$ cat src/sv/fbpb_div_pipe.sv
module fbpb_div_pipe #(
  parameter int DW = 31,
  parameter int QW = 16,
  parameter int PW = 1
) (
  input  logic          clk,
  input  logic          rst_n,
  input  logic          in_valid,
  input  logic [DW-1:0] in_rem,
  input  logic [QW-1:0] in_lo,
  input  logic [DW-1:0] divisor,
  input  logic [PW-1:0] in_payload,
  output logic          out_valid,
  output logic [QW-1:0] out_quo,
  output logic [PW-1:0] out_payload
);

  logic [DW-1:0] rem_r   [QW];
  logic [QW-1:0] lo_r    [QW];
  logic [QW-1:0] quo_r   [QW];
  logic [PW-1:0] pay_r   [QW];
  logic          vld_r   [QW];

  logic [DW-1:0] rem_p   [QW];
  logic [QW-1:0] lo_p    [QW];
  logic [QW-1:0] quo_p   [QW];
  logic [PW-1:0] pay_p   [QW];
  logic          vld_p   [QW];

  logic [DW-1:0] rem_nxt [QW];
  logic [QW-1:0] quo_nxt [QW];

  always_comb begin
    rem_p[0] = in_rem;
    lo_p[0]  = in_lo;
    quo_p[0] = '0;
    pay_p[0] = in_payload;
    vld_p[0] = in_valid;
    for (int i = 1; i < QW; i++) begin
      rem_p[i] = rem_r[i-1];
      lo_p[i]  = lo_r[i-1];
      quo_p[i] = quo_r[i-1];
      pay_p[i] = pay_r[i-1];
      vld_p[i] = vld_r[i-1];
    end
  end

  always_comb begin
    logic [DW:0] trial;
    logic        take;
    for (int i = 0; i < QW; i++) begin
      trial = {rem_p[i], lo_p[i][QW-1]};
      take  = (trial >= {1'b0, divisor});
      rem_nxt[i] = take ? DW'(trial - {1'b0, divisor}) : trial[DW-1:0];
      quo_nxt[i] = {quo_p[i][QW-2:0], take};
    end
  end

  always_ff @(posedge clk) begin
    for (int i = 0; i < QW; i++) begin
      if (!rst_n) begin
        vld_r[i] <= 1'b0;
      end else begin
        vld_r[i] <= vld_p[i];
      end
      rem_r[i] <= rem_nxt[i];
      lo_r[i]  <= {lo_p[i][QW-2:0], 1'b0};
      quo_r[i] <= quo_nxt[i];
      pay_r[i] <= pay_p[i];
    end
  end

  assign out_valid   = vld_r[QW-1];
  assign out_quo     = quo_r[QW-1];
  assign out_payload = pay_r[QW-1];

endmodule

$ cat config.mk
export PLATFORM = sky130hd
export DESIGN_NAME = fbpb_div_pipe
export DESIGN_NICKNAME = d
export VERILOG_FILES = /design/src/sv/fbpb_div_pipe.sv
export SDC_FILE = /design/constraint.sdc
export NUM_CORES = 2
export LEC_CHECK = 0
export ABC_AREA = 1
export BUFFER_PORTS_ARGS = -buffer_cell sky130_fd_sc_hd__buf_2
export CAP_MARGIN = 20
export CORE_MARGIN = 2
export CORE_UTILIZATION = 44
export DETAILED_ROUTE_END_ITERATION = 8
export HOLD_SLACK_MARGIN = 0.15
export PLACE_DENSITY = 0.72
export SYNTH_ARGS = -nofsm -noshare
export SYNTH_HDL_FRONTEND = slang
export SYNTH_SLANG_ARGS = --single-unit
$ cat constraint.sdc
create_clock -name clk -period 2.15 [get_ports clk]
set_input_delay 0.215 -clock clk [delete_from_list [all_inputs] [get_ports clk]]
set_output_delay 0.215 -clock clk [all_outputs]
set_load 0.005 [all_outputs]
==> impl_metrics.tcl <==
set metrics [dict create \
    hold_violations 0 \
    crit_fanout 6 \
    period_minus_slack_ns 2.165 \
    root_buffer "clkbuf_16" \
    async_flop_share_pct 0 \
    rsz0062_at_grt "yes" \
    hold_path_class "input pin to flip-flop" \
    path_clk_slew_ns 0.06 \
    final_antenna_net_count 0 \
    ys_types 36 \
    synthFlopType "dfxtp_1" \
    r2r-start "lo_r[0][29]" \
    drt_wl_total_um 219700 \
    yosys.area.top_type "nand2_1" \
    rrSetupSlack_ns -0.01 \
    final_util_pct 60.02 \
    max_slew_margin_pct 59.44 \
    drt-initial-drc-count 4929 \
    avgRoutedWirePerCell_um 16.34 \
    cp-end-kind "flip-flop" \
    worstHoldEndpoint "quo_r[0][0]" \
    fin_nets 12210 \
    row_count 133 \
    rr_endpoint "rem_r[0][76]" \
    clock_sinks 753 \
    startpoint_type "flip-flop" \
    port-buffer-count 99 \
    die_w_um 367.3 \
    grt_pass1_vias 62260 \
    syn_to_final_growth_pct 35.69 \
    tns_ns -0.03488 \
    synth_common_cells "4,319 x nand2_1, 1,923 x inv_1, 753 x dfxtp_1" \
    worstHoldPathCells 7 \
    violations "setup timing" \
    fin_crit_sh_pct 100.7 \
    grt_use_total_pct 31.15 \
    htreeDepth 3 \
    gp_congestion 0.9937 \
    worst_hold_slack_ns 0.2138 \
    drc_errors 0 \
    slew_viol_final 0 \
    hpwl_um 171200 \
    cap_violations 0 \
    core_area_um2 131300 \
    peakVddDrop_mv 0.8721 \
    syn_avg_cell_area_um2 5.856 \
    yosys_warnings 0 \
    grt-ovfl-total 0 \
    drive_gt1_share_pct 19.91 \
    clk_latency_ns 0.73 \
    ys_seq_elements 753 \
    die_h_um 367.3 \
    min-delay-start "in_rem[30]" \
    ioPinCount 100 \
    synth-edff-count 0 \
    via_count 65730 \
    synth_area_um2 58080 \
    pre_cts_slack_ns -0.5002 \
    cts_tree "done" \
    final.setup_skew_ns 0.02825 \
    grt_pass1_wl_um 329900 \
    critPathArrivalTime_ns 2.78 \
    worst_slack_ns -0.01492 \
    initial_core_util_pct 44.23 \
    outcome "finished with violations" \
    antenna_found_initial 4 \
    synth-seq-area-share_pct 25.96 \
    max_freq_ghz 0.4619 \
    worst_pin_slew_ns 0.6078 \
    criticalPathCategory "flip-flop to flip-flop" \
    required_ns 2.76 \
    p_leak_nw 46.82 \
    vias_per_cell 4.888 \
    synthCells 9918 \
    fp.dieArea_um2 134900 \
    grt_max_degree 34 \
    powerDensity_nw_per_um2 1621 \
    drt_pass1_iterations 7 \
    synth_nets 10510 \
    rr_worst_depth 16 \
    synth_top_area_share_pct 27.91 \
    setup_violations 4 \
    netlist_top_cells_area "nand2_1 28%, dfxtp_1 26%, inv_1 12%, ha_1 11%, nand3_1 5.9%" \
    cts_buffers 92 \
    clock_path_buffers 3 \
    synth.most_common_cell "nand2_1" \
]
[power by group]
| part | leakage [nW] | internal, mW | switching [mW] | total, mW |
|---|---|---|---|---|
| combinational | 38.9 | 38.0 | 46.9 | 84.9 |
| sequential | 6.34 | 20.3 | 5.69 | 26.0 |
| clock | 1.57 | 9.91 | 6.96 | 16.9 |
[cells by family after synthesis]
logic type / synth area share, %
AND/OR/NAND/NOR: 42.05
buffers and inverters: 13.90
flip-flops: 25.96
adder cells (fa/ha/maj): 11.20
AO/OA/AOI/OAI: 3.695
XOR/XNOR: 3.197
[layout by cell type, fill, tap and decap left out, types with 18 or more instances in the layout]
| master | count |
|---|---|
| inv_1 | 1882 |
| o21ai_1 | 34 |
| or2_2 | 25 |
| dlygate4sd3_1 | 66 |
| nor2_4 | 24 |
| nand3_1 | 622 |
| o21bai_1 | 44 |
| nor3_1 | 35 |
| clkbuf_16 | 112 |
| a21oi_2 | 21 |
| nand4_1 | 130 |
| ha_4 | 27 |
| nand2_1 | 4177 |
| dfxtp_2 | 51 |
| ha_1 | 464 |
| dfxtp_1 | 698 |
| nand2_4 | 28 |
| nand3_2 | 57 |
| a21oi_1 | 248 |
| xor2_1 | 201 |
| o21ai_0 | 40 |
| buf_4 | 1394 |
| nand2_2 | 142 |
| nor2_2 | 42 |
| buf_12 | 94 |
| nand3b_1 | 40 |
| buf_6 | 18 |
| and2_1 | 27 |
| buf_2 | 99 |
| inv_2 | 49 |
| nor2_1 | 573 |
[through the flow]
stage          instance area (um2)  total power [mW]  cells
3_3_place_gp                 72280             102.1  13150
6_report                     78810             127.8  13450
3_5_place_dp                 72280             103.6  13150
2_1_floorplan                58080             69.45   9918
5_1_grt                      78800             138.2  13440
4_1_cts                      76860             122.7  13420
[per-layer routing]
metal | share of wire, % | GRT usage [%] | vias to the layer above
li1 | - | - | 33440
met1 | 40 | 36.89 | 29350
met2 | 46 | 52.61 | 2199
met3 | 6.5 | 4.353 | 744
met4 | 7.5 | 20.37 | 2
met5 | 0.0041 | 0 | -
[state kept, by name (all words and copies together), names as in the netlist]
| register | flops |
|---|---|
| quo_r | 136 |
| lo_r | 120 |
| vld_r | 16 |
| rem_r | 465 |
| pay_r | 16 |
[worst max-delay path: stages, from the launching register on]
cell,delay (ns)
dfxtp_4,0.38
inv_4,0.05
ha_4,0.16
fa_2,0.36
inv_2,0.08
nand2_2,0.06
nand2_2,0.09
nand3_2,0.06
nand2_2,0.08
nand2_2,0.06
nand3_2,0.08
nand2_2,0.07
nand2_4,0.15
inv_8,0.07
clkbuf_16,0.18
nand2_4,0.06
nand2_1,0.05
[timing repair]
item / in CTS / in global routing
gates resized for setup: 105 / 406
setup buffers: 19 / 14
setup endpoints to repair: 300 / 444
pin swaps: 14 / 73
endpoints found under the hold margin: 63 / 0
hold buffers: 66 / 0
gates cloned: 7 / 21
[cell type report]
type | instances | area, um2
multi-input cells | 7105 | 36380
diodes | 4 | 10.01
well taps | 1755 | 2196
inverters | 1959 | 7403
repair buffers | 1701 | 14400
clock inverters | 50 | 679.4
fillers | 12490 | 52490
flip-flops and latches | 753 | 15150
clock buffers | 121 | 2584
[worst max-delay path by stage]
stage,start,end,slack [ns],depth (start not counted)
after floorplan,lo_r[0][14],rem_r[0][37],0.10,17
after detailed placement,divisor[13],rem_r[0][154],-0.50,15
after CTS,lo_r[1][14],rem_r[1][49],-0.01,16
after global placement,divisor[13],rem_r[0][103],-0.46,13
after global routing,lo_r[0][29],rem_r[0][76],-0.08,16
final,lo_r[0][29],rem_r[0][76],-0.01,16
(Power assumes the default switching activity.)
