`src/sv/fbpb_pkg.sv`:
```
package fbpb_pkg;

  localparam int MAX_BRUSH_SIZE_DEF = 400;

  localparam int CFG_IW = 3;
  localparam int CFG_DW = 17;

  localparam logic [CFG_IW-1:0] CFG_BRUSH_WIDTH  = 3'd0;
  localparam logic [CFG_IW-1:0] CFG_BRUSH_HEIGHT = 3'd1;
  localparam logic [CFG_IW-1:0] CFG_FEATHER_Q12  = 3'd2;
  localparam logic [CFG_IW-1:0] CFG_OPACITY_Q16  = 3'd3;
  localparam logic [CFG_IW-1:0] CFG_INVERT_MODE  = 3'd4;

  localparam logic [8:0]  BRUSH_SIZE_RST = 9'd100;
  localparam logic [15:0] FEATHER_MAX    = 16'd40960;
  localparam logic [16:0] ONE_Q16        = 17'h10000;
  localparam logic [14:0] RADIUS_Q16     = 15'd32113;
  localparam logic [30:0] RADIUS_SQ      = 31'd1031244769;
  localparam logic [7:0]  PIX_MAX        = 8'd255;
  localparam logic [23:0] WHITE_Q16      = 24'd16711680;

  localparam int AXIS_QW = 30;
  localparam int RAMP_DW = 31;
  localparam int RAMP_QW = 16;
  localparam int SQRT_IW = 30;
  localparam int SQRT_OW = 15;

  localparam int FBPB_LATENCY = 68;

  typedef struct packed {
    logic [16:0] op;
    logic        f_zero;
    logic [30:0] rf;
    logic        invert;
  } fbpb_cfg_t;

endpackage

```
`src/sv/fbpb_sqrt_pipe.sv`:
```
module fbpb_sqrt_pipe #(
  parameter int PW = 1
) (
  input  logic                          clk,
  input  logic                          rst_n,
  input  logic                          in_valid,
  input  logic [fbpb_pkg::SQRT_IW-1:0]  in_n,
  input  logic [PW-1:0]                 in_payload,
  output logic                          out_valid,
  output logic [fbpb_pkg::SQRT_OW-1:0]  out_root,
  output logic [PW-1:0]                 out_payload
);
  import fbpb_pkg::*;

  logic [SQRT_IW-1:0] n_r     [SQRT_OW];
  logic [SQRT_IW-1:0] res_r   [SQRT_OW];
  logic [PW-1:0]      pay_r   [SQRT_OW];
  logic               vld_r   [SQRT_OW];

  logic [SQRT_IW-1:0] n_p     [SQRT_OW];
  logic [SQRT_IW-1:0] res_p   [SQRT_OW];
  logic [PW-1:0]      pay_p   [SQRT_OW];
  logic               vld_p   [SQRT_OW];

  logic [SQRT_IW-1:0] n_nxt   [SQRT_OW];
  logic [SQRT_IW-1:0] res_nxt [SQRT_OW];

  always_comb begin
    n_p[0]   = in_n;
    res_p[0] = '0;
    pay_p[0] = in_payload;
    vld_p[0] = in_valid;
    for (int i = 1; i < SQRT_OW; i++) begin
      n_p[i]   = n_r[i-1];
      res_p[i] = res_r[i-1];
      pay_p[i] = pay_r[i-1];
      vld_p[i] = vld_r[i-1];
    end
  end

  always_comb begin
    logic [SQRT_IW-1:0] bitv;
    logic [SQRT_IW:0]   trial;
    logic               take;
    for (int i = 0; i < SQRT_OW; i++) begin
      bitv  = SQRT_IW'(1) << (2 * (SQRT_OW - 1 - i));
      trial = {1'b0, res_p[i]} + {1'b0, bitv};
      take  = ({1'b0, n_p[i]} >= trial);
      n_nxt[i]   = take ? SQRT_IW'({1'b0, n_p[i]} - trial) : n_p[i];
      res_nxt[i] = take ? (res_p[i] >> 1) + bitv : (res_p[i] >> 1);
    end
  end

  always_ff @(posedge clk) begin
    for (int i = 0; i < SQRT_OW; i++) begin
      if (!rst_n) begin
        vld_r[i] <= 1'b0;
      end else begin
        vld_r[i] <= vld_p[i];
      end
      n_r[i]   <= n_nxt[i];
      res_r[i] <= res_nxt[i];
      pay_r[i] <= pay_p[i];
    end
  end

  assign out_valid   = vld_r[SQRT_OW-1];
  assign out_root    = res_r[SQRT_OW-1][SQRT_OW-1:0];
  assign out_payload = pay_r[SQRT_OW-1];

endmodule

```
`config.mk`:
```
export PLATFORM = sky130hd
export DESIGN_NAME = fbpb_sqrt_pipe
export DESIGN_NICKNAME = d
export VERILOG_FILES = /design/src/sv/fbpb_pkg.sv /design/src/sv/fbpb_sqrt_pipe.sv
export SDC_FILE = /design/constraint.sdc
export NUM_CORES = 1
export LEC_CHECK = 0
export BUFFER_PORTS_ARGS = -buffer_cell sky130_fd_sc_hd__buf_2
export CAP_MARGIN = 20
export CORE_MARGIN = 4
export CORE_UTILIZATION = 25
export CTS_CLUSTER_SIZE = 16
export DETAILED_ROUTE_END_ITERATION = 16
export GPL_TIMING_DRIVEN = 0
export SETUP_SLACK_MARGIN = 0.3
export SLEW_MARGIN = 20
export SYNTH_ARGS = -nofsm -noshare
export SYNTH_HDL_FRONTEND = slang
export SYNTH_SLANG_ARGS = --single-unit
```
`constraint.sdc`:
```
create_clock -name clk -period 2.9 [get_ports clk]
set_input_delay 0.29 -clock clk [delete_from_list [all_inputs] [get_ports clk]]
set_output_delay 0.29 -clock clk [all_outputs]
set_load 0.05 [all_outputs]
```
==> results.md, run 1 <==
- Status: finished, final reports clean
- Total CTS buffers: 56
- Most frequent cells in the layout: dfxtp_1 (568), inv_1 (151), ha_1 (122), nand2_1 (111), nor2_1 (109)
- Row count: 105
- Syn_nets: 2125
- Post-Route Setup TNS: 0 ns
- Critical path required time: 3.39 ns
- Min cycle time layout: 2.56 ns
- Final non-filler cell area: 25500 µm²
- Final hold vios: 0
- Placed Area: 22200 µm²
- RSZ-0062 raised after global routing: yes
- Die Height: 295 µm
- # Max-Cap Violations: 0
- Ant diodes: 0
- Syn Area/Cell: 10.5 µm²
- Worst r2r src: res_r[0][173]$_DFF_P_
- Detailed-route wire length: 40300 µm
- CTS max path bufs: 3
- WP data arrival: 3.05 ns
- GR Util All Layers: 8.99%
- Worst vdd ir: 0.540 mV
- Final hold slack: 0.284 ns
- Tightest Hold Check Type: primary input to flop
- P per Cell Area: 1020 nW/µm²
- Yosys cell types: 77
- Vias in the first global route: 13.8k
- Final #Nets: 2300
- Final setup fails: 0
- Post-Syn Instances: 1960
- Highest Clock Rate: 391 MHz
- Sequential share of the synthesized area: 55.3%
- CP Launch Type: flop
- CTS tree: done
- Starting Density: 25.2%
- Yosys reg bits: 570
- Fin cells: 3252
- DR iter-0 viols: 442
- Initial antenna violation count: 0
- Clk Latency, worst-skew pair: 0.63 ns
- EDFF count, synth: 0
- Routed WL per cell: 12.4 µm
- Ys async rst share: 0%
- Detailed placement HPWL: 29300 µm
- Die span in x: 295 µm
- Ports: 51
- Most common cell after layout, fill and taps aside: dfxtp_1
- Slew margin rel.: 37.3%
- Clk Tree Root Cell: clkbuf_16
- Fill cells: 8425
- Origin of the worst setup path: res_r[0][173]$_DFF_P_
- GR Overflow Total: 0
- Vias: 13.7k
- Vias per Instance: 4.23
- Mapped cell area: 20600 µm²
- Worst-path fanout max: 4
- # H-tree levels: 2
- Port buffer count: 50
- GPL Wtd Cong: 0.892
- Clock skew: 0.0763 ns
- Worst setup EP type: flop
- Register clock-pin slew on the reported worst setup and hold paths: 0.06 ns
- First-pass GRT wire length: 65600 µm
- # clock sinks: 570
- Largest net degree at the start of global routing: 19
- Core Box Area: 82000 µm²
- Critical path class: flop to flop
- Post-Place Cells: 3080
- # DRC: 0
- Slew @ Worst Pin: 0.932 ns
- Slew Limit Fails: 0
- Hold_sp: in_n[6]
- Die Area: 87200 µm²
- Synth Warn #: 0
- Ys flop type: dfxtp_1
- Tcrit/Tclk final: 88.1%
- DRT antenna net count: 0
- Leakage: 0.0110 µW
- First-pass DRT Iterations: 5
- Layout cells sized above 1: 15.4%
- Area delta synth->final: 23.4%
per-stage QoR:
| step | power [µW] | worst slack, ns | utilization, % |
|---|---|---|---|
| floorplan | 16400 | 0.410 | - |
| global placement | 18000 | -0.323 | 27.1 |
| detailed placement | 18000 | -0.276 | 27.1 |
| CTS | 25900 | 0.285 | 30.3 |
| global route | 27900 | 0.209 | 31.1 |
| finish | 26100 | 0.345 | 31.1 |
registers in the layout, indices dropped and copies added (netlist names):
name   flops
pay_r     15
res_r    120
n_r      420
vld_r     15
cell type report:
| class | instances | area (µm²) | area share (%) |
|---|---|---|---|
| plain buffers | 28 | 165 | 0.649 |
| repair buffers | 116 | 835 | 3.28 |
| inverters | 154 | 582 | 2.29 |
| clock inverters | 30 | 403 | 1.58 |
| clock buffers | 75 | 1580 | 6.22 |
| flip-flops and latches | 570 | 11400 | 44.8 |
| well taps | 1070 | 1340 | 5.26 |
| multi-input cells | 1209 | 9140 | 35.9 |
routing by layer:
| layer | vias up | track usage [%] | share of wire [%] |
|---|---|---|---|
| met5 | - | 0 | 0 |
| met4 | 0 | 4.30 | 4.5 |
| met3 | 106 | 1.83 | 3.7 |
| met2 | 258 | 16.5 | 50 |
| met1 | 6199 | 9.94 | 42 |
| li1 | 7178 | - | - |
Yosys cell counts, types with 7 or more instances:
cell | n | area (µm²)
buf_2 | 10 | 50.1
and3_1 | 7 | 43.8
o211ai_1 | 11 | 82.6
ha_1 | 131 | 1640
nand4_1 | 25 | 156
a21oi_1 | 84 | 420
nor3_1 | 49 | 245
inv_1 | 153 | 574
o21ai_0 | 94 | 470
and2_1 | 23 | 144
xor2_1 | 78 | 683
clkbuf_1 | 15 | 56.3
o31ai_1 | 13 | 97.6
or2_2 | 9 | 56.3
a211oi_1 | 18 | 135
nor2b_1 | 20 | 125
mux2_2 | 26 | 293
nand3b_1 | 10 | 75.1
xnor2_1 | 84 | 736
o21a_1 | 24 | 180
nand2b_1 | 21 | 131
a21o_1 | 26 | 195
nor2_1 | 111 | 417
nand2_1 | 113 | 424
dfxtp_1 | 570 | 11400
or4_1 | 19 | 143
nand3_1 | 18 | 90.1
nor4_1 | 58 | 363
nor4b_1 | 16 | 140
or3_1 | 20 | 125
power breakdown:
group          internal [µW]  total (µW)  switching, µW
clock                   4420        7490           3080
sequential              9690       11000           1320
combinational           3570        7570           4000
total                  17700       26100           8400
worst paths after layout:
check	cells past startpoint	endpoint	slack, ns
setup reg to reg	9	n_r[0][204]$_DFF_P_	0.34
setup / recovery	9	n_r[0][204]$_DFF_P_	0.34
hold / removal	2	n_r[0][6]$_DFF_P_	0.28
hold reg to reg	0	res_r[1][131]$_DFF_P_	0.31
timing repair:
| item | in CTS | in global routing |
|---|---|---|
| gates cloned | 0 | 1 |
| endpoints found under the hold margin | 38 | 0 |
| hold buffers | 34 | 0 |
| buffers inserted | 10 | 22 |
| pin swaps | 7 | 29 |
| resized for setup | 48 | 96 |
| setup endpoints to repair | 157 | 133 |
kinds of logic (layout without fill, tap and decap cells):
family / after synthesis / count (layout) / synth area share, %
compound gates: 334 / 334 / 10.3
xor+xnor: 162 / 162 / 6.88
fa+ha+maj: 131 / 131 / 7.94
buf+inv: 182 / 403 / 3.41
flops: 570 / 570 / 55.3
mux: 32 / 32 / 1.71
simple gates: 549 / 550 / 14.4
worst max-delay path, stage by stage (launching register included):
cell,delay (ns)
dfxtp_2,0.33
inv_2,0.04
ha_4,0.15
or4b_4,0.52
or4_4,0.57
a311oi_4,0.30
buf_6,0.15
a21o_1,0.16
nor2_1,0.07
xor2_1,0.13
No activity file was read; power rests on OpenSTA's default activity.
==> inputs of run 2 (changes only) <==
- BUFFER_PORTS_ARGS: -buffer_cell sky130_fd_sc_hd__buf_2 -> unset
- DONT_BUFFER_PORTS: unset -> 1
==> results.md, run 2 (synthesized netlist as in run 1, its figures left out) <==
- Status: finished, final reports clean
- Final hold vios: 0 (unchanged)
- Tightest Hold Check Type: primary input to flop
- RSZ-0062 raised after global routing: yes
- First-pass DRT Iterations: 4 (-1)
- CTS max path bufs: 3 (unchanged)
- Slew Limit Fails: 0 (unchanged)
- Port buffer count: 0 (-100%)
- Max FFs per register: 420 (unchanged)
- Fill cells: 8450 (+0.30%)
- Leakage: 0.0108 µW (-1.9%)
- Tcrit/Tclk final: 89.1% (+0.98 points)
- Hold_sp: rst_n
- Setup ws final: 0.316 ns (-0.0284 ns)
- Most frequent cells in the layout: dfxtp_1 (567), inv_1 (152), ha_1 (128), nand2_1 (112), nor2_1 (108)
- Die span in x: 295 µm (unchanged)
- # Max-Cap Violations: 0 (unchanged)
- Core Box Area: 82000 µm² (unchanged)
- # H-tree levels: 2 (unchanged)
- # DRC: 0 (unchanged)
- Worst-path fanout max: 4 (unchanged)
- GPL Wtd Cong: 0.883 (-0.91%)
- Layout cells sized above 1: 12.1% (-3.3 points)
- Final hold slack: 0.0505 ns (-0.234 ns)
- Vias in the first global route: 13.6k (-1.5%)
- Starting Density: 25.2% (unchanged)
- Origin of the worst setup path: res_r[1][97]$_DFF_P_
- Detailed-route wire length: 39000 µm (-3.2%)
- Die Area: 87200 µm² (unchanged)
- Routed WL per cell: 12.2 µm (-1.3%)
- Worst vdd ir: 0.779 mV (+44%)
- GR Util All Layers: 8.88% (-0.11 points)
- Detailed placement HPWL: 29400 µm (+0.54%)
- Clk Latency, worst-skew pair: 0.60 ns (-0.03 ns)
- GR Overflow Total: 0 (unchanged)
- Ant diodes: 0 (unchanged)
- Die Height: 295 µm (unchanged)
- # clock sinks: 570 (unchanged)
- P per Cell Area: 1040 nW/µm² (+1.4%)
- Clock skew: 0.0357 ns (-0.0406 ns)
- DRT antenna net count: 0 (unchanged)
- Initial antenna violation count: 0 (unchanged)
- Slew margin rel.: 45.4% (+8.1 points)
- Final #Nets: 2236 (-2.8%)
- Most common cell after layout, fill and taps aside: dfxtp_1
- Row count: 105 (unchanged)
- Area delta synth->final: 21.1%
- CTS tree: done
- WP data arrival: 3.02 ns (-0.03 ns)
- Clk Tree Root Cell: clkbuf_16
- Final core occ: 30.5% (-0.58 points)
- Biggest regs: n_r x420, res_r x120
- Highest Clock Rate: 387 MHz (-1.1%)
- Vias: 13.5k (-2.1%)
- Final setup fails: 0 (unchanged)
- Critical path required time: 3.34 ns (-0.05 ns)
- Min cycle time layout: 2.58 ns (+0.0284 ns)
- Place WS: -0.269 ns (+0.00662 ns)
- Vias per Instance: 4.22 (-0.12%)
- Worst setup EP type: flop
- Largest net degree at the start of global routing: 17 (-2)
- Ports: 51 (unchanged)
- Top register by number of flip-flops: n_r
- First-pass GRT wire length: 64600 µm (-1.5%)
- Post-Place Cells: 3030 (-1.6%)
- Total CTS buffers: 55 (-1.8%)
- Fin cells: 3188 (-2.0%)
- DR iter-0 viols: 416 (-5.9%)
- CP Launch Type: flop
- Total power: 25900 µW (-0.56%)
- Slew @ Worst Pin: 0.812 ns (-0.120 ns)
- Worst r2r src: res_r[1][97]$_DFF_P_
- Register clock-pin slew on the reported worst setup and hold paths: 0.06 ns (about the same)
- Critical path class: flop to flop
==> run 2: changes by cell type in the layout (fill, tap and decap cells not counted), moves of 3 or more <==
cell / change
ha_4: -5
o21ai_0: +4
buf_2: -48
or4_1: +4
ha_1: +6
clkinvlp_4: -3
or4_4: -4
buf_4: -15
bufinv_16: +3
clkbuf_1: -4
==> run 2: layer usage <==
| layer | up-vias | GRT usage (%) | wire (µm) | part of all wire, % |
|---|---|---|---|---|
| met5 | - | 0 | 0 | 0 |
| met4 | 0 | 4.29 | 1840 | 4.7 |
| met3 | 95 | 1.90 | 1350 | 3.5 |
| met2 | 189 | 16.2 | 19200 | 49 |
| met1 | 6103 | 9.79 | 16600 | 42 |
| li1 | 7067 | - | - | - |
==> run 2: timing repair <==
action,in CTS,in global routing
hold buffers,34,0
endpoints found under the setup margin,152,141
endpoints found under the hold margin,38,0
setup buffers,5,15
pin swaps,5,18
gates resized for setup,37,74
==> run 2: power breakdown <==
part           switching, µW  leakage (µW)  total [µW]  internal, µW
clock                   3020      0.000998        7630          4610
combinational           3790       0.00504        7210          3420
sequential              1400       0.00477       11100          9690
total                   8210        0.0108       25900         17700
==> run 2: final timing paths <==
kind                    endpoint  slack, ns  cells after the start
min          vld_r[0][4]$_DFF_P_       0.05                      2
max          n_r[1][139]$_DFF_P_       0.32                      9
min reg2reg  pay_r[1][1]$_DFF_P_       0.32                      0
max reg2reg  n_r[1][139]$_DFF_P_       0.32                      9
==> run 2: worst max-delay path, stage by stage, from the launching register on <==
cell	delay [ns]
dfxtp_1	0.34
inv_1	0.05
ha_1	0.33
o21ai_1	0.22
a22oi_2	0.15
o2111ai_1	0.28
nand2_2	0.15
a21bo_2	0.25
a2111oi_0	0.54
xor2_1	0.12
==> run 2: cell type report <==
class | count | area (µm²) | area share, %
plain buffers | 28 | 160 | 0.641
clock buffers | 70 | 1540 | 6.18
clock inverters | 34 | 470 | 1.88
inverters | 154 | 578 | 2.31
multi-input cells | 1208 | 8990 | 36.0
flip-flops and latches | 570 | 11400 | 45.7
well taps | 1070 | 1340 | 5.36
repair buffers | 54 | 490 | 1.96
==> run 2: per-stage QoR <==
stage	setup TNS, ns	instance area (µm²)
4_1_cts	0	24500
6_report	0	25000
5_1_grt	0	25000
3_5_place_dp	-5.80	22000
2_1_floorplan	0	20600
3_3_place_gp	-6.00	22000
