--- src/sv/fbpb_pkg.sv ---
package fbpb_pkg;

  localparam int MAX_BRUSH_SIZE_DEF = 400;

  localparam int CFG_IW = 3;
  localparam int CFG_DW = 17;

  localparam logic [CFG_IW-1:0] CFG_BRUSH_WIDTH  = 3'd0;
  localparam logic [CFG_IW-1:0] CFG_BRUSH_HEIGHT = 3'd1;
  localparam logic [CFG_IW-1:0] CFG_FEATHER_Q12  = 3'd2;
  localparam logic [CFG_IW-1:0] CFG_OPACITY_Q16  = 3'd3;
  localparam logic [CFG_IW-1:0] CFG_INVERT_MODE  = 3'd4;

  localparam logic [8:0]  BRUSH_SIZE_RST = 9'd100;
  localparam logic [15:0] FEATHER_MAX    = 16'd40960;
  localparam logic [16:0] ONE_Q16        = 17'h10000;
  localparam logic [14:0] RADIUS_Q16     = 15'd32113;
  localparam logic [30:0] RADIUS_SQ      = 31'd1031244769;
  localparam logic [7:0]  PIX_MAX        = 8'd255;
  localparam logic [23:0] WHITE_Q16      = 24'd16711680;

  localparam int AXIS_QW = 30;
  localparam int RAMP_DW = 31;
  localparam int RAMP_QW = 16;
  localparam int SQRT_IW = 30;
  localparam int SQRT_OW = 15;

  localparam int FBPB_LATENCY = 68;

  typedef struct packed {
    logic [16:0] op;
    logic        f_zero;
    logic [30:0] rf;
    logic        invert;
  } fbpb_cfg_t;

endpackage

--- src/sv/fbpb_cfg_regs.sv ---
module fbpb_cfg_regs #(
  parameter int MAX_BRUSH_SIZE = fbpb_pkg::MAX_BRUSH_SIZE_DEF,
  parameter int GBW = $clog2(MAX_BRUSH_SIZE + 2)
) (
  input  logic                          clk,
  input  logic                          rst_n,
  input  logic                          cfg_we,
  input  logic [fbpb_pkg::CFG_IW-1:0]   cfg_index,
  input  logic [fbpb_pkg::CFG_DW-1:0]   cfg_data,
  output logic [GBW-1:0]                gw,
  output logic [GBW-1:0]                gh,
  output logic [2*GBW-1:0]              gw_sq,
  output logic [2*GBW-1:0]              gh_sq,
  output fbpb_pkg::fbpb_cfg_t           cfg
);
  import fbpb_pkg::*;

  logic [8:0]       brush_width_r;
  logic [8:0]       brush_height_r;
  logic [15:0]      feather_r;
  logic [16:0]      opacity_r;
  logic             invert_r;
  logic [2*GBW-1:0] gw_sq_r;
  logic [2*GBW-1:0] gh_sq_r;
  logic [30:0]      rf_r;
  logic [15:0]      feather_c;

  function automatic logic [GBW-1:0] grid_cells(input logic [8:0] size);
    logic [GBW-1:0] g;
    if (32'(size) > MAX_BRUSH_SIZE) begin
      g = GBW'(MAX_BRUSH_SIZE + 1);
    end else begin
      g = GBW'(size) + GBW'(1);
    end
    if (g < GBW'(2)) begin
      g = GBW'(2);
    end
    return g;
  endfunction

  always_ff @(posedge clk) begin
    if (!rst_n) begin
      brush_width_r  <= BRUSH_SIZE_RST;
      brush_height_r <= BRUSH_SIZE_RST;
      feather_r      <= '0;
      opacity_r      <= ONE_Q16;
      invert_r       <= 1'b0;
    end else if (cfg_we) begin
      case (cfg_index)
        CFG_BRUSH_WIDTH:  brush_width_r  <= cfg_data[8:0];
        CFG_BRUSH_HEIGHT: brush_height_r <= cfg_data[8:0];
        CFG_FEATHER_Q12:  feather_r      <= cfg_data[15:0];
        CFG_OPACITY_Q16:  opacity_r      <= cfg_data[16:0];
        CFG_INVERT_MODE:  invert_r       <= cfg_data[0];
        default: ;
      endcase
    end
  end

  assign gw        = grid_cells(brush_width_r);
  assign gh        = grid_cells(brush_height_r);
  assign feather_c = (feather_r > FEATHER_MAX) ? FEATHER_MAX : feather_r;

  always_ff @(posedge clk) begin
    gw_sq_r <= gw * gw;
    gh_sq_r <= gh * gh;
    rf_r    <= RADIUS_Q16 * feather_c;
  end

  assign gw_sq      = gw_sq_r;
  assign gh_sq      = gh_sq_r;
  assign cfg.op     = (opacity_r > ONE_Q16) ? ONE_Q16 : opacity_r;
  assign cfg.f_zero = (feather_r == 16'd0);
  assign cfg.rf     = rf_r;
  assign cfg.invert = invert_r;

endmodule

--- config.mk ---
export PLATFORM = sky130hd
export DESIGN_NAME = fbpb_cfg_regs
export DESIGN_NICKNAME = d
export VERILOG_FILES = /design/src/sv/fbpb_pkg.sv /design/src/sv/fbpb_cfg_regs.sv
export SDC_FILE = /design/constraint.sdc
export NUM_CORES = 1
export LEC_CHECK = 0
export BUFFER_PORTS_ARGS = -buffer_cell sky130_fd_sc_hd__buf_4
export CAP_MARGIN = 30
export CORE_ASPECT_RATIO = 1.75
export CORE_UTILIZATION = 65
export CTS_BUF_LIST = sky130_fd_sc_hd__clkbuf_2 sky130_fd_sc_hd__clkbuf_4 sky130_fd_sc_hd__clkbuf_8
export DETAILED_ROUTE_END_ITERATION = 10
export PLACE_DENSITY = 0.86
export SLEW_MARGIN = 5
export SYNTH_ARGS = -nofsm -noshare
export SYNTH_HDL_FRONTEND = slang
export SYNTH_SLANG_ARGS = --single-unit
--- constraint.sdc ---
create_clock -name clk -period 16.1 [get_ports clk]
set_input_delay 2.415 -clock clk [delete_from_list [all_inputs] [get_ports clk]]
set_output_delay 2.415 -clock clk [all_outputs]
set_load 0.02 [all_outputs]
==> impl_metrics.ini, run 1 <==
[run_status]
outcome = finished clean

[placement]
io_buffers = 124
routabilityCongestion = 0.967
dp_hpwl_um = 24800
dp.cells = 1780
dp_slack_ps = 9450

[worst_hold_path]
worstHoldPathCells = 2
hp-class = flip-flop to flip-flop

[timing]
max_freq_ghz = 0.149
final-max-slew-violation-count = 0
rsz0062_at_grt = false
setup_viol = 0
fin_setup_tns_ps = 0
fin_crit_ps = 6710
timing.final.ws_setup_ps = 9390
relSlewSlack_pct = 37.0
worst_pin_slew_ps = 932
fin_crit_sh_pct = 41.7
fin_worst_skew_ps = 14.4
hold_viol_final = 0

[clock_tree]
cts.path.max_buffers = 2
cts_root_buffer = clkbuf_8
cts_tree = built
insertion_delay_ps = 480
cts.sinks = 117
cts-hold-fix-buffers = 0
post_cts_resized = 0
cts_made_buffers = 17
postCtsSetupRepairBufs = 0
htreeDepth = 4
clk_pin_slew_worst_paths_ps = 80

[route]
routedWlPerCell_um = 16.5
ant_nets = 0
wirelength_um = 29900
drtIter0Drc = 471
via_count = 10050
first_pass_iters = 6
via_per_inst = 5.55
drc = 0

[cells_and_area]
final_common_cell = inv_1
drive_gt1_share_pct = 12.1
fillers = 1477
layout.cells.non_filler = 1811
fin_nets = 1919
layout_common_cells = inv_1 (282), nand2_1 (176), ha_1 (174), fa_1 (168), buf_4 (124)
synthToLayoutAreaGrowth_pct = 11.1
insertedDiodeCount = 0

[critical_path]
arrival_ps = 7060
reg2reg_depth = 22
cp-end-kind = flip-flop
worstPathMaxFanout = 30
critPathSlowestCell = dfxtp_1
worstPathCellList = nor2_1 > nand4_1 > o21ai_1 > or2_2 > nand2_1 > inv_1 > ha_1 > inv_1 > fa_1 > fa_1 > inv_1 > fa_1 > fa_1 > ha_1 > ha_1 > a21o_1 > or3_1 > a31oi_1 > o31ai_1 > a31o_2 > mux2i_1 > nand4_1
required_ps = 16450
slowest_delay_ps = 700
path_class = flip-flop to flip-flop
startpoint_type = flip-flop
crit_top_cell = fa_1

[logic_synthesis]
yosysSeqAreaShare_pct = 17.9
yosysWarningCount = 0
synth_edf_count = 0
syn_avg_cell_area_um2 = 8.99
synthFlopType = dfxtp_1
ys_ff_latch = 117
syn_inst = 1452
synth.distinct_cells = 68
syn-cell-area_um2 = 13100
synth_area_leaders = fa_1 (26%), dfxtp_1 (18%), ha_1 (17%)
netlist.area_leader.share_pct = 25.8
async_flop_share_pct = 0
yosysTopAreaCell = fa_1

[floorplan]
core.rowCount = 68
dieArea_um2 = 20700
core_area_um2 = 19700
start_util_pct = 66.1
die_w_um = 109
fp.dieH_um = 189
io_pins = 127

[run]
cap_violations = 0

[global_route]
overflow = 0
grt_max_degree = 53
grt_pass1_wl_um = 48400
grt_antenna_before_repair = 0
grt_pass1_vias = 10432
grt_usage_pct = 30.8

[pwr]
p_leak_nw = 7.83
vdd_ir_drop_max_uv = 88.2
p_per_area_nw_per_um2 = 71.8
p_total_mw = 1.04
-- power breakdown --
part | internal, mW | switching [mW]
combinational | 0.177 | 0.242
clock | 0.138 | 0.143
sequential | 0.328 | 0.0141
-- area by class of cell --
cell class / count / area [µm²] / area share [%]
Clock buffer: 17 / 234 / 1.61
Clock inverter: 14 / 153 / 1.05
Inverter: 290 / 1090 / 7.53
Multi-Input combinational cell: 1004 / 9440 / 65.1
Sequential cell: 117 / 2340 / 16.2
Tap cell: 245 / 307 / 2.12
Timing Repair Buffer: 124 / 931 / 6.42
-- cells by family (layout without fill, tap and decap cells) --
group	Yosys count	after routing	synth area share, %
AND/OR/NAND/NOR	391	391	13.7
adder cells (fa/ha/maj)	346	346	42.8
buffers and inverters	332	445	9.78
AO/OA/AOI/OAI	171	171	9.23
flip-flops	117	117	17.9
XOR/XNOR	84	84	5.64
multiplexers	10	10	0.911
other	1	2	0.0287
-- state kept, by name, indices dropped and copies added (netlist names) --
register,cells
rf_r,31
gh_sq,17
gw_sq,17
opacity_r,17
feather_r,16
brush_height_r,9
brush_width_r,9
invert_r,1
-- routing by layer --
metal	vias up	GRT usage, %	routed length (µm)
met1	4873	30.5	10200
met3	103	4.89	1210
li1	4756	-	-
met4	0	15.3	1430
met5	-	0	0
met2	318	59.3	17000
-- synth_stat cells (all sizes together) (5+ instances only) --
master	count
nand3	24
a21o	16
a211oi	5
or2	7
xor2	35
nor4	9
mux2i	8
nand2b	7
buf	9
fa	168
inv	290
o21ai	26
clkbuf	33
a21oi	36
xnor2	49
nand2	176
dfxtp	117
nor2	83
a21boi	47
nand4	5
and2	15
and3	27
a31oi	11
nor2b	23
nor3	10
ha	174
-- per-stage QoR --
stage	hold WS [ps]	util (%)	instance area [µm²]
6_report	481	73.4	14500
5_1_grt	506	73.4	14500
3_5_place_dp	470	71.5	14100
4_1_cts	480	73.4	14500
2_1_floorplan	452	-	13100
3_3_place_gp	461	71.5	14100
-- critical path, delay by kind of cell (launching register included) --
family	cells	cell delay, ps
fa+ha+maj	7	3140
simple gates	6	1370
compound gates	5	890
flops	1	700
buf+inv	3	320
mux	1	170
-- path summary, 6_finish.rpt --
path	end	slack, ps	from
hold / removal	opacity_r[8]$_SDFFE_PN0P_	480	opacity_r[8]$_SDFFE_PN0P_
setup / recovery	rf_r[30]$_DFF_P_	9390	feather_r[4]$_SDFFE_PN0P_
setup reg to reg	rf_r[30]$_DFF_P_	9390	feather_r[4]$_SDFFE_PN0P_
hold reg to reg	opacity_r[8]$_SDFFE_PN0P_	480	opacity_r[8]$_SDFFE_PN0P_
No activity file was read; power rests on OpenSTA's default activity.
==> run 2, diff against run 1 <==
--- a/config.mk
+++ b/config.mk
@@ -8,10 +8,10 @@
 export BUFFER_PORTS_ARGS = -buffer_cell sky130_fd_sc_hd__buf_4
 export CAP_MARGIN = 30
 export CORE_ASPECT_RATIO = 1.75
-export CORE_UTILIZATION = 65
+export CORE_UTILIZATION = 63
 export CTS_BUF_LIST = sky130_fd_sc_hd__clkbuf_2 sky130_fd_sc_hd__clkbuf_4 sky130_fd_sc_hd__clkbuf_8
 export DETAILED_ROUTE_END_ITERATION = 10
-export PLACE_DENSITY = 0.86
+export PLACE_DENSITY = 0.84
 export SLEW_MARGIN = 5
 export SYNTH_ARGS = -nofsm -noshare
 export SYNTH_HDL_FRONTEND = slang
==> constraint.sdc (replaced) <==
create_clock -name clk -period 6.2 [get_ports clk]
set_input_delay 0.93 -clock clk [delete_from_list [all_inputs] [get_ports clk]]
set_output_delay 0.93 -clock clk [all_outputs]
set_load 0.02 [all_outputs]
==> run 2 against run 1 <==
  * First-iteration DRC count decreased by 8.7%
  * Global-route usage decreased by 1.1 points
  * Hold slack improved by 5.8 ps
  * Clock power increased to 2.9 times the previous value
  * Register-to-register slack got worse by 9200 ps
  * Clock skew increased by 7.9 ps
  * Sequential power increased to 2.6 times the previous value
  * Utilization increased by 1.4 points
  * Largest cell class unchanged
==> impl_metrics.ini, run 2 (same netlist as run 1, synthesis figures left out) <==
[route]
via_count = 10280
first_pass_iters = 5
drtIter0Drc = 430
ant_nets = 0
via_per_inst = 5.52
wirelength_um = 30700
drc = 0
routedWlPerCell_um = 16.5

[clock_tree]
clk_pin_slew_worst_paths_ps = 90
cts_root_buffer = clkbuf_8
cts_tree = built
insertion_delay_ps = 490
htreeDepth = 4
cts.path.max_buffers = 2
cts-hold-fix-buffers = 0
cts.sinks = 117
cts_made_buffers = 17

[placement]
placed_area_um2 = 14400
routabilityCongestion = 0.912
dp_hpwl_um = 25000
io_buffers = 124

[run_status]
outcome = finished clean

[critical_path]
reg2reg_to = rf_r[20]$_DFF_P_
critPathSlowestCell = fa_1
required_ps = 6600
startpoint_type = flip-flop
crit_start = feather_r[6]$_SDFFE_PN0P_
crit_path_end = rf_r[20]$_DFF_P_
path_class = flip-flop to flip-flop
reg2reg_depth = 25
worstPathMaxFanout = 7
slowest_delay_ps = 580
crit_top_cell = fa_1
r2r-start = feather_r[6]$_SDFFE_PN0P_
r2r_slack_ps = 190
arrival_ps = 6410
cp-end-kind = flip-flop

[global_route]
overflow = 0
grt_pass1_vias = 10902
grt_usage_pct = 29.7
grt_max_degree = 53
grt_antenna_before_repair = 0
grt_pass1_wl_um = 49800

[cells_and_area]
drive_gt1_share_pct = 17.5
final_area_um2 = 15200
insertedDiodeCount = 0
fin_nets = 1966
regMostFlops = rf_r
layout_common_cells = inv_1 (276), nand2_1 (171), buf_4 (169), fa_1 (168), ha_1 (160)
fillers = 1411
synthToLayoutAreaGrowth_pct = 16.3
largest_reg_flops = 31
post-route-util_pct = 74.8
final_common_cell = inv_1

[pwr]
switchingPower_mw = 1.08
seqPwrFrac_pct = 31.1
clock_power_share_pct = 28.4
p_per_area_nw_per_um2 = 187
internal_power_mw = 1.76
p_total_mw = 2.84
p_leak_nw = 8.09
vdd_ir_drop_max_uv = 246
netSwitchingFraction_pct = 38.1
comb_power_share_pct = 40.4

[timing]
fin_crit_sh_pct = 97.0
worst_pin_slew_ps = 926
setup_viol = 0
hold_viol_final = 0
fin_worst_skew_ps = 22.2
final-max-slew-violation-count = 0
whs_ps = 487
relSlewSlack_pct = 38.0
fin_setup_tns_ps = 0
max_freq_ghz = 0.166
fin_crit_ps = 6010

[worst_hold_path]
hp-start = opacity_r[14]$_SDFFE_PN0P_
hp-class = flip-flop to flip-flop

[floorplan]
die_w_um = 111
start_util_pct = 64.3
fp.dieH_um = 192
dieArea_um2 = 21300
core_area_um2 = 20300
io_pins = 127
core.rowCount = 69

[run]
cap_violations = 0
-- run 2: cell count changes in the layout (fill, tap and decap cells not counted), sizes merged --
cell / before / now
buf: 124 / 171
inv: 293 / 297
clkinv: 5 / 2
clkinvlp: 4 / 2
bufinv: 2 / 3
clkbuf: 17 / 18
-- run 2: through the flow --
step | cells | setup WS (ps)
global placement | 1821 | -67.1
global route | 1862 | -62.2
detailed placement | 1821 | -133
CTS | 1853 | 35.9
floorplan | 1453 | 14.3
finish | 1862 | 186
-- run 2: timing repair --
action,in CTS,in global routing
setup buffers,0,9
pin swaps,0,25
endpoints found under the hold margin,0,0
resized for setup,4,49
setup endpoints to repair,4,20
-- run 2: how the worst min path moves through the flow --
stage / to / slack (ps) / cells past startpoint
5_1_grt: opacity_r[14]$_SDFFE_PN0P_ / 520 / 2
3_5_place_dp: opacity_r[14]$_SDFFE_PN0P_ / 480 / 2
4_1_cts: opacity_r[11]$_SDFFE_PN0P_ / 490 / 2
6_report: opacity_r[14]$_SDFFE_PN0P_ / 490 / 2
3_3_place_gp: opacity_r[8]$_SDFFE_PN0P_ / 460 / 2
2_1_floorplan: opacity_r[14]$_SDFFE_PN0P_ / 450 / 2
-- run 2: final cells by class --
class                   count  area, µm²  area share [%]
multi-input cells        1004       9690            63.8
flip-flops and latches    117       2350            15.5
repair buffers            171       1300            8.59
inverters                 290       1090            7.19
well taps                 248        310            2.04
clock buffers              18        241            1.59
clock inverters            14        191            1.26
-- run 2: power by group through the flow --
stage | Clock (mW) | Combinational [mW] | Sequential [mW]
after floorplan | 0 | 0.650 | 1.01
after global placement | 0 | 1.08 | 0.901
after detailed placement | 0 | 1.11 | 0.902
after CTS | 0.817 | 1.12 | 0.886
after global routing | 0.849 | 1.27 | 0.894
final | 0.807 | 1.15 | 0.885
-- run 2: critical path, delay by kind of cell (launching register included) --
kind                       cells  cell delay, ps
and+or+nand+nor                4             780
buffers and inverters          6             620
adders and majority gates      7            2800
DFF                            1             330
xor gates and xnor gates       1             150
AOI/OAI and AO/OA              7            1250
-- run 2: routing by layer --
layer  GRT usage, %  share of wire, %
met4           21.1               6.5
met3           3.99               3.0
met5              0                 0
met2           57.1                56
met1           28.9                34
==> run 3, diff against run 2 <==
--- a/config.mk
+++ b/config.mk
@@ -9,7 +9,7 @@
 export CAP_MARGIN = 30
 export CORE_ASPECT_RATIO = 1.75
 export CORE_UTILIZATION = 63
-export CTS_BUF_LIST = sky130_fd_sc_hd__clkbuf_2 sky130_fd_sc_hd__clkbuf_4 sky130_fd_sc_hd__clkbuf_8
+export CTS_BUF_LIST = sky130_fd_sc_hd__clkbuf_4 sky130_fd_sc_hd__clkbuf_8
 export DETAILED_ROUTE_END_ITERATION = 10
 export PLACE_DENSITY = 0.84
 export SLEW_MARGIN = 5
==> constraint.sdc (replaced) <==
create_clock -name clk -period 6.25 [get_ports clk]
set_input_delay 0.9375 -clock clk [delete_from_list [all_inputs] [get_ports clk]]
set_output_delay 0.9375 -clock clk [all_outputs]
set_load 0.02 [all_outputs]
==> run 3 against run 2 <==
  * Clock-buffer cell count down 1
  * Wire length shrank 2.5%
  * Sequential share of layout area grew 0.24 points
  * Maximum frequency fell by 2.3%
  * Global-route usage decreased by 0.46 points
  * Clock skew decreased by 6.8 ps
  * Non-clock buffer count decreased by 10
  * Register-to-register slack lost 90 ps
  * Largest power group unchanged
==> impl_metrics.ini, run 3 (same netlist as run 1, synthesis figures left out) <==
[cells_and_area]
final_area_um2 = 14900
fillers = 1462
regMostFlops = rf_r
largest_reg_flops = 31
insertedDiodeCount = 0
synthToLayoutAreaGrowth_pct = 14.4
layout_common_cells = inv_1 (279), nand2_1 (174), ha_1 (171), fa_1 (168), buf_4 (160)
multiInputGateArea_um2 = 9550
layout.cells.non_filler = 1852
fin_nets = 1956
final_common_cell = inv_1
seqCellArea_um2 = 2350
post-route-util_pct = 73.6
drive_gt1_share_pct = 15.9

[clock_tree]
cts.sinks = 117
clk_pin_slew_worst_paths_ps = 90
cts.path.max_buffers = 2
cts_root_buffer = clkbuf_8
htreeDepth = 4
insertion_delay_ps = 490
cts_tree = built
cts_made_buffers = 17

[critical_path]
path_class = flip-flop to flip-flop
worstPathCellList = nor4_2 > nand4_1 > o21ai_2 > or2_4 > nand2_2 > fa_1 > fa_1 > fa_1 > inv_1 > fa_1 > fa_1 > ha_1 > ha_1 > a21o_1 > or3_1 > a31oi_2 > o31ai_1 > a31o_2 > mux2i_1 > nand4_1
slowest_delay_ps = 590
path_buf_inv = 1
r2r_slack_ps = 90
cp_top_family = adder cells
worstPathMaxFanout = 7
critPathSlowestCell = fa_1
reg2reg_depth = 20
startpoint_type = flip-flop
arrival_ps = 6540
r2r-start = feather_r[0]$_SDFFE_PN0P_
crit_top_cell = fa_1
cp-end-kind = flip-flop
required_ps = 6630
reg2reg_to = rf_r[30]$_DFF_P_

[pwr]
p_leak_nw = 8.07
internal_power_mw = 1.69
vdd_ir_drop_max_uv = 229
p_total_mw = 2.76
p_per_area_nw_per_um2 = 185
seqPwrFrac_pct = 31.8
clock_power_share_pct = 28.2
comb_power_share_pct = 40.0
switchingPower_mw = 1.07
netSwitchingFraction_pct = 38.9

[timing]
worst_pin_slew_ps = 963
rsz0062_at_grt = true
fin_crit_ps = 6160
final-max-slew-violation-count = 0
hold_viol_final = 0
max_freq_ghz = 0.162
setup_viol = 0
relSlewSlack_pct = 35.6
fin_worst_skew_ps = 15.4
fin_crit_sh_pct = 98.5
whs_ps = 485

[run]
cap_violations = 0

[route]
drtIter0Drc = 504
drc = 0
first_pass_iters = 5
ant_nets = 0
wirelength_um = 29900
routedWlPerCell_um = 16.2
via_per_inst = 5.48
via_count = 10144

[floorplan]
start_util_pct = 64.3
core.rowCount = 69
core_area_um2 = 20300
die_w_um = 111
fp.dieH_um = 192
io_pins = 127
dieArea_um2 = 21300

[worst_hold_path]
worstHoldEndpoint = opacity_r[15]$_SDFFE_PN0P_
hp-class = flip-flop to flip-flop
worstHoldPathCells = 2
hp-start = opacity_r[15]$_SDFFE_PN0P_

[placement]
routabilityCongestion = 0.937
dp_hpwl_um = 25000
placed_area_um2 = 14400
io_buffers = 124
dp.cells = 1818

[global_route]
grt_max_degree = 53
grt_antenna_before_repair = 0
grt_pass1_vias = 10733
overflow = 0
grt_usage_pct = 29.2
grt_pass1_wl_um = 48900

[run_status]
outcome = finished clean
==> run 3: cell count changes in the layout (fill, tap and decap cells not counted), sizes merged <==
cell	before	now
buf	171	161
inv	297	299
bufinv	3	2
clkbuf	18	17
clkinv	2	3
clkinvlp	2	1
==> run 3: worst reg2reg max path, delay by kind of cell (launching register included) <==
| family | cells | cell delay [ps] |
|---|---|---|
| fa+ha+maj | 7 | 3320 |
| simple gates | 6 | 1200 |
| compound gates | 5 | 980 |
| flops | 1 | 330 |
| mux | 1 | 140 |
| buf+inv | 1 | 70 |
==> run 3: stage by stage <==
step	TNS, ps	worst slack (ps)
2_1_floorplan	0	13.2
3_3_place_gp	0	136
3_5_place_dp	0	43.8
4_1_cts	0	16.0
5_1_grt	-152	-54.6
6_report	0	95.0
==> run 3: power groups by stage <==
stage,Clock (mW),Combinational [mW],Sequential (mW)
floorplan,0,0.645,1.00
global placement,0,1.07,0.892
detailed placement,0,1.10,0.894
CTS,0.787,1.10,0.878
global route,0.820,1.23,0.886
finish,0.780,1.10,0.878
==> run 3: layout make-up <==
type	instances	share of cell area (%)
multi-input combinational	1004	64.0
timing repair buffer	161	8.12
sequential	117	15.7
clock buffer	17	1.57
tap	248	2.08
clock inverter	15	1.24
inverter	290	7.31
==> run 3: routing by layer <==
layer | vias to the layer above | share of wire (%) | track usage [%]
met2 | 264 | 56 | 56.6
met3 | 118 | 3.6 | 5.03
met5 | - | 0 | 0
met4 | 0 | 5.6 | 19.3
met1 | 4928 | 35 | 28.0
li1 | 4834 | - | -
==> run 3: how the worst max path moves through the flow <==
stage	from	end	slack, ps	cells after the start
2_1_floorplan	feather_r[1]$_SDFFE_PN0P_	rf_r[27]$_DFF_P_	10	24
3_3_place_gp	brush_height_r[1]$_SDFFE_PN0P_	gh_sq[17]$_DFF_P_	140	23
3_5_place_dp	brush_height_r[1]$_SDFFE_PN0P_	gh_sq[17]$_DFF_P_	40	23
4_1_cts	brush_height_r[1]$_SDFFE_PN0P_	gh_sq[14]$_DFF_P_	20	23
5_1_grt	feather_r[0]$_SDFFE_PN0P_	rf_r[30]$_DFF_P_	-50	20
6_report	feather_r[0]$_SDFFE_PN0P_	rf_r[30]$_DFF_P_	90	20
==> run 3: repair_timing <==
action,in CTS,in global routing
buffers inserted,0,2
setup endpoints to repair,0,19
gates resized for setup,0,34
hold buffers,0,0
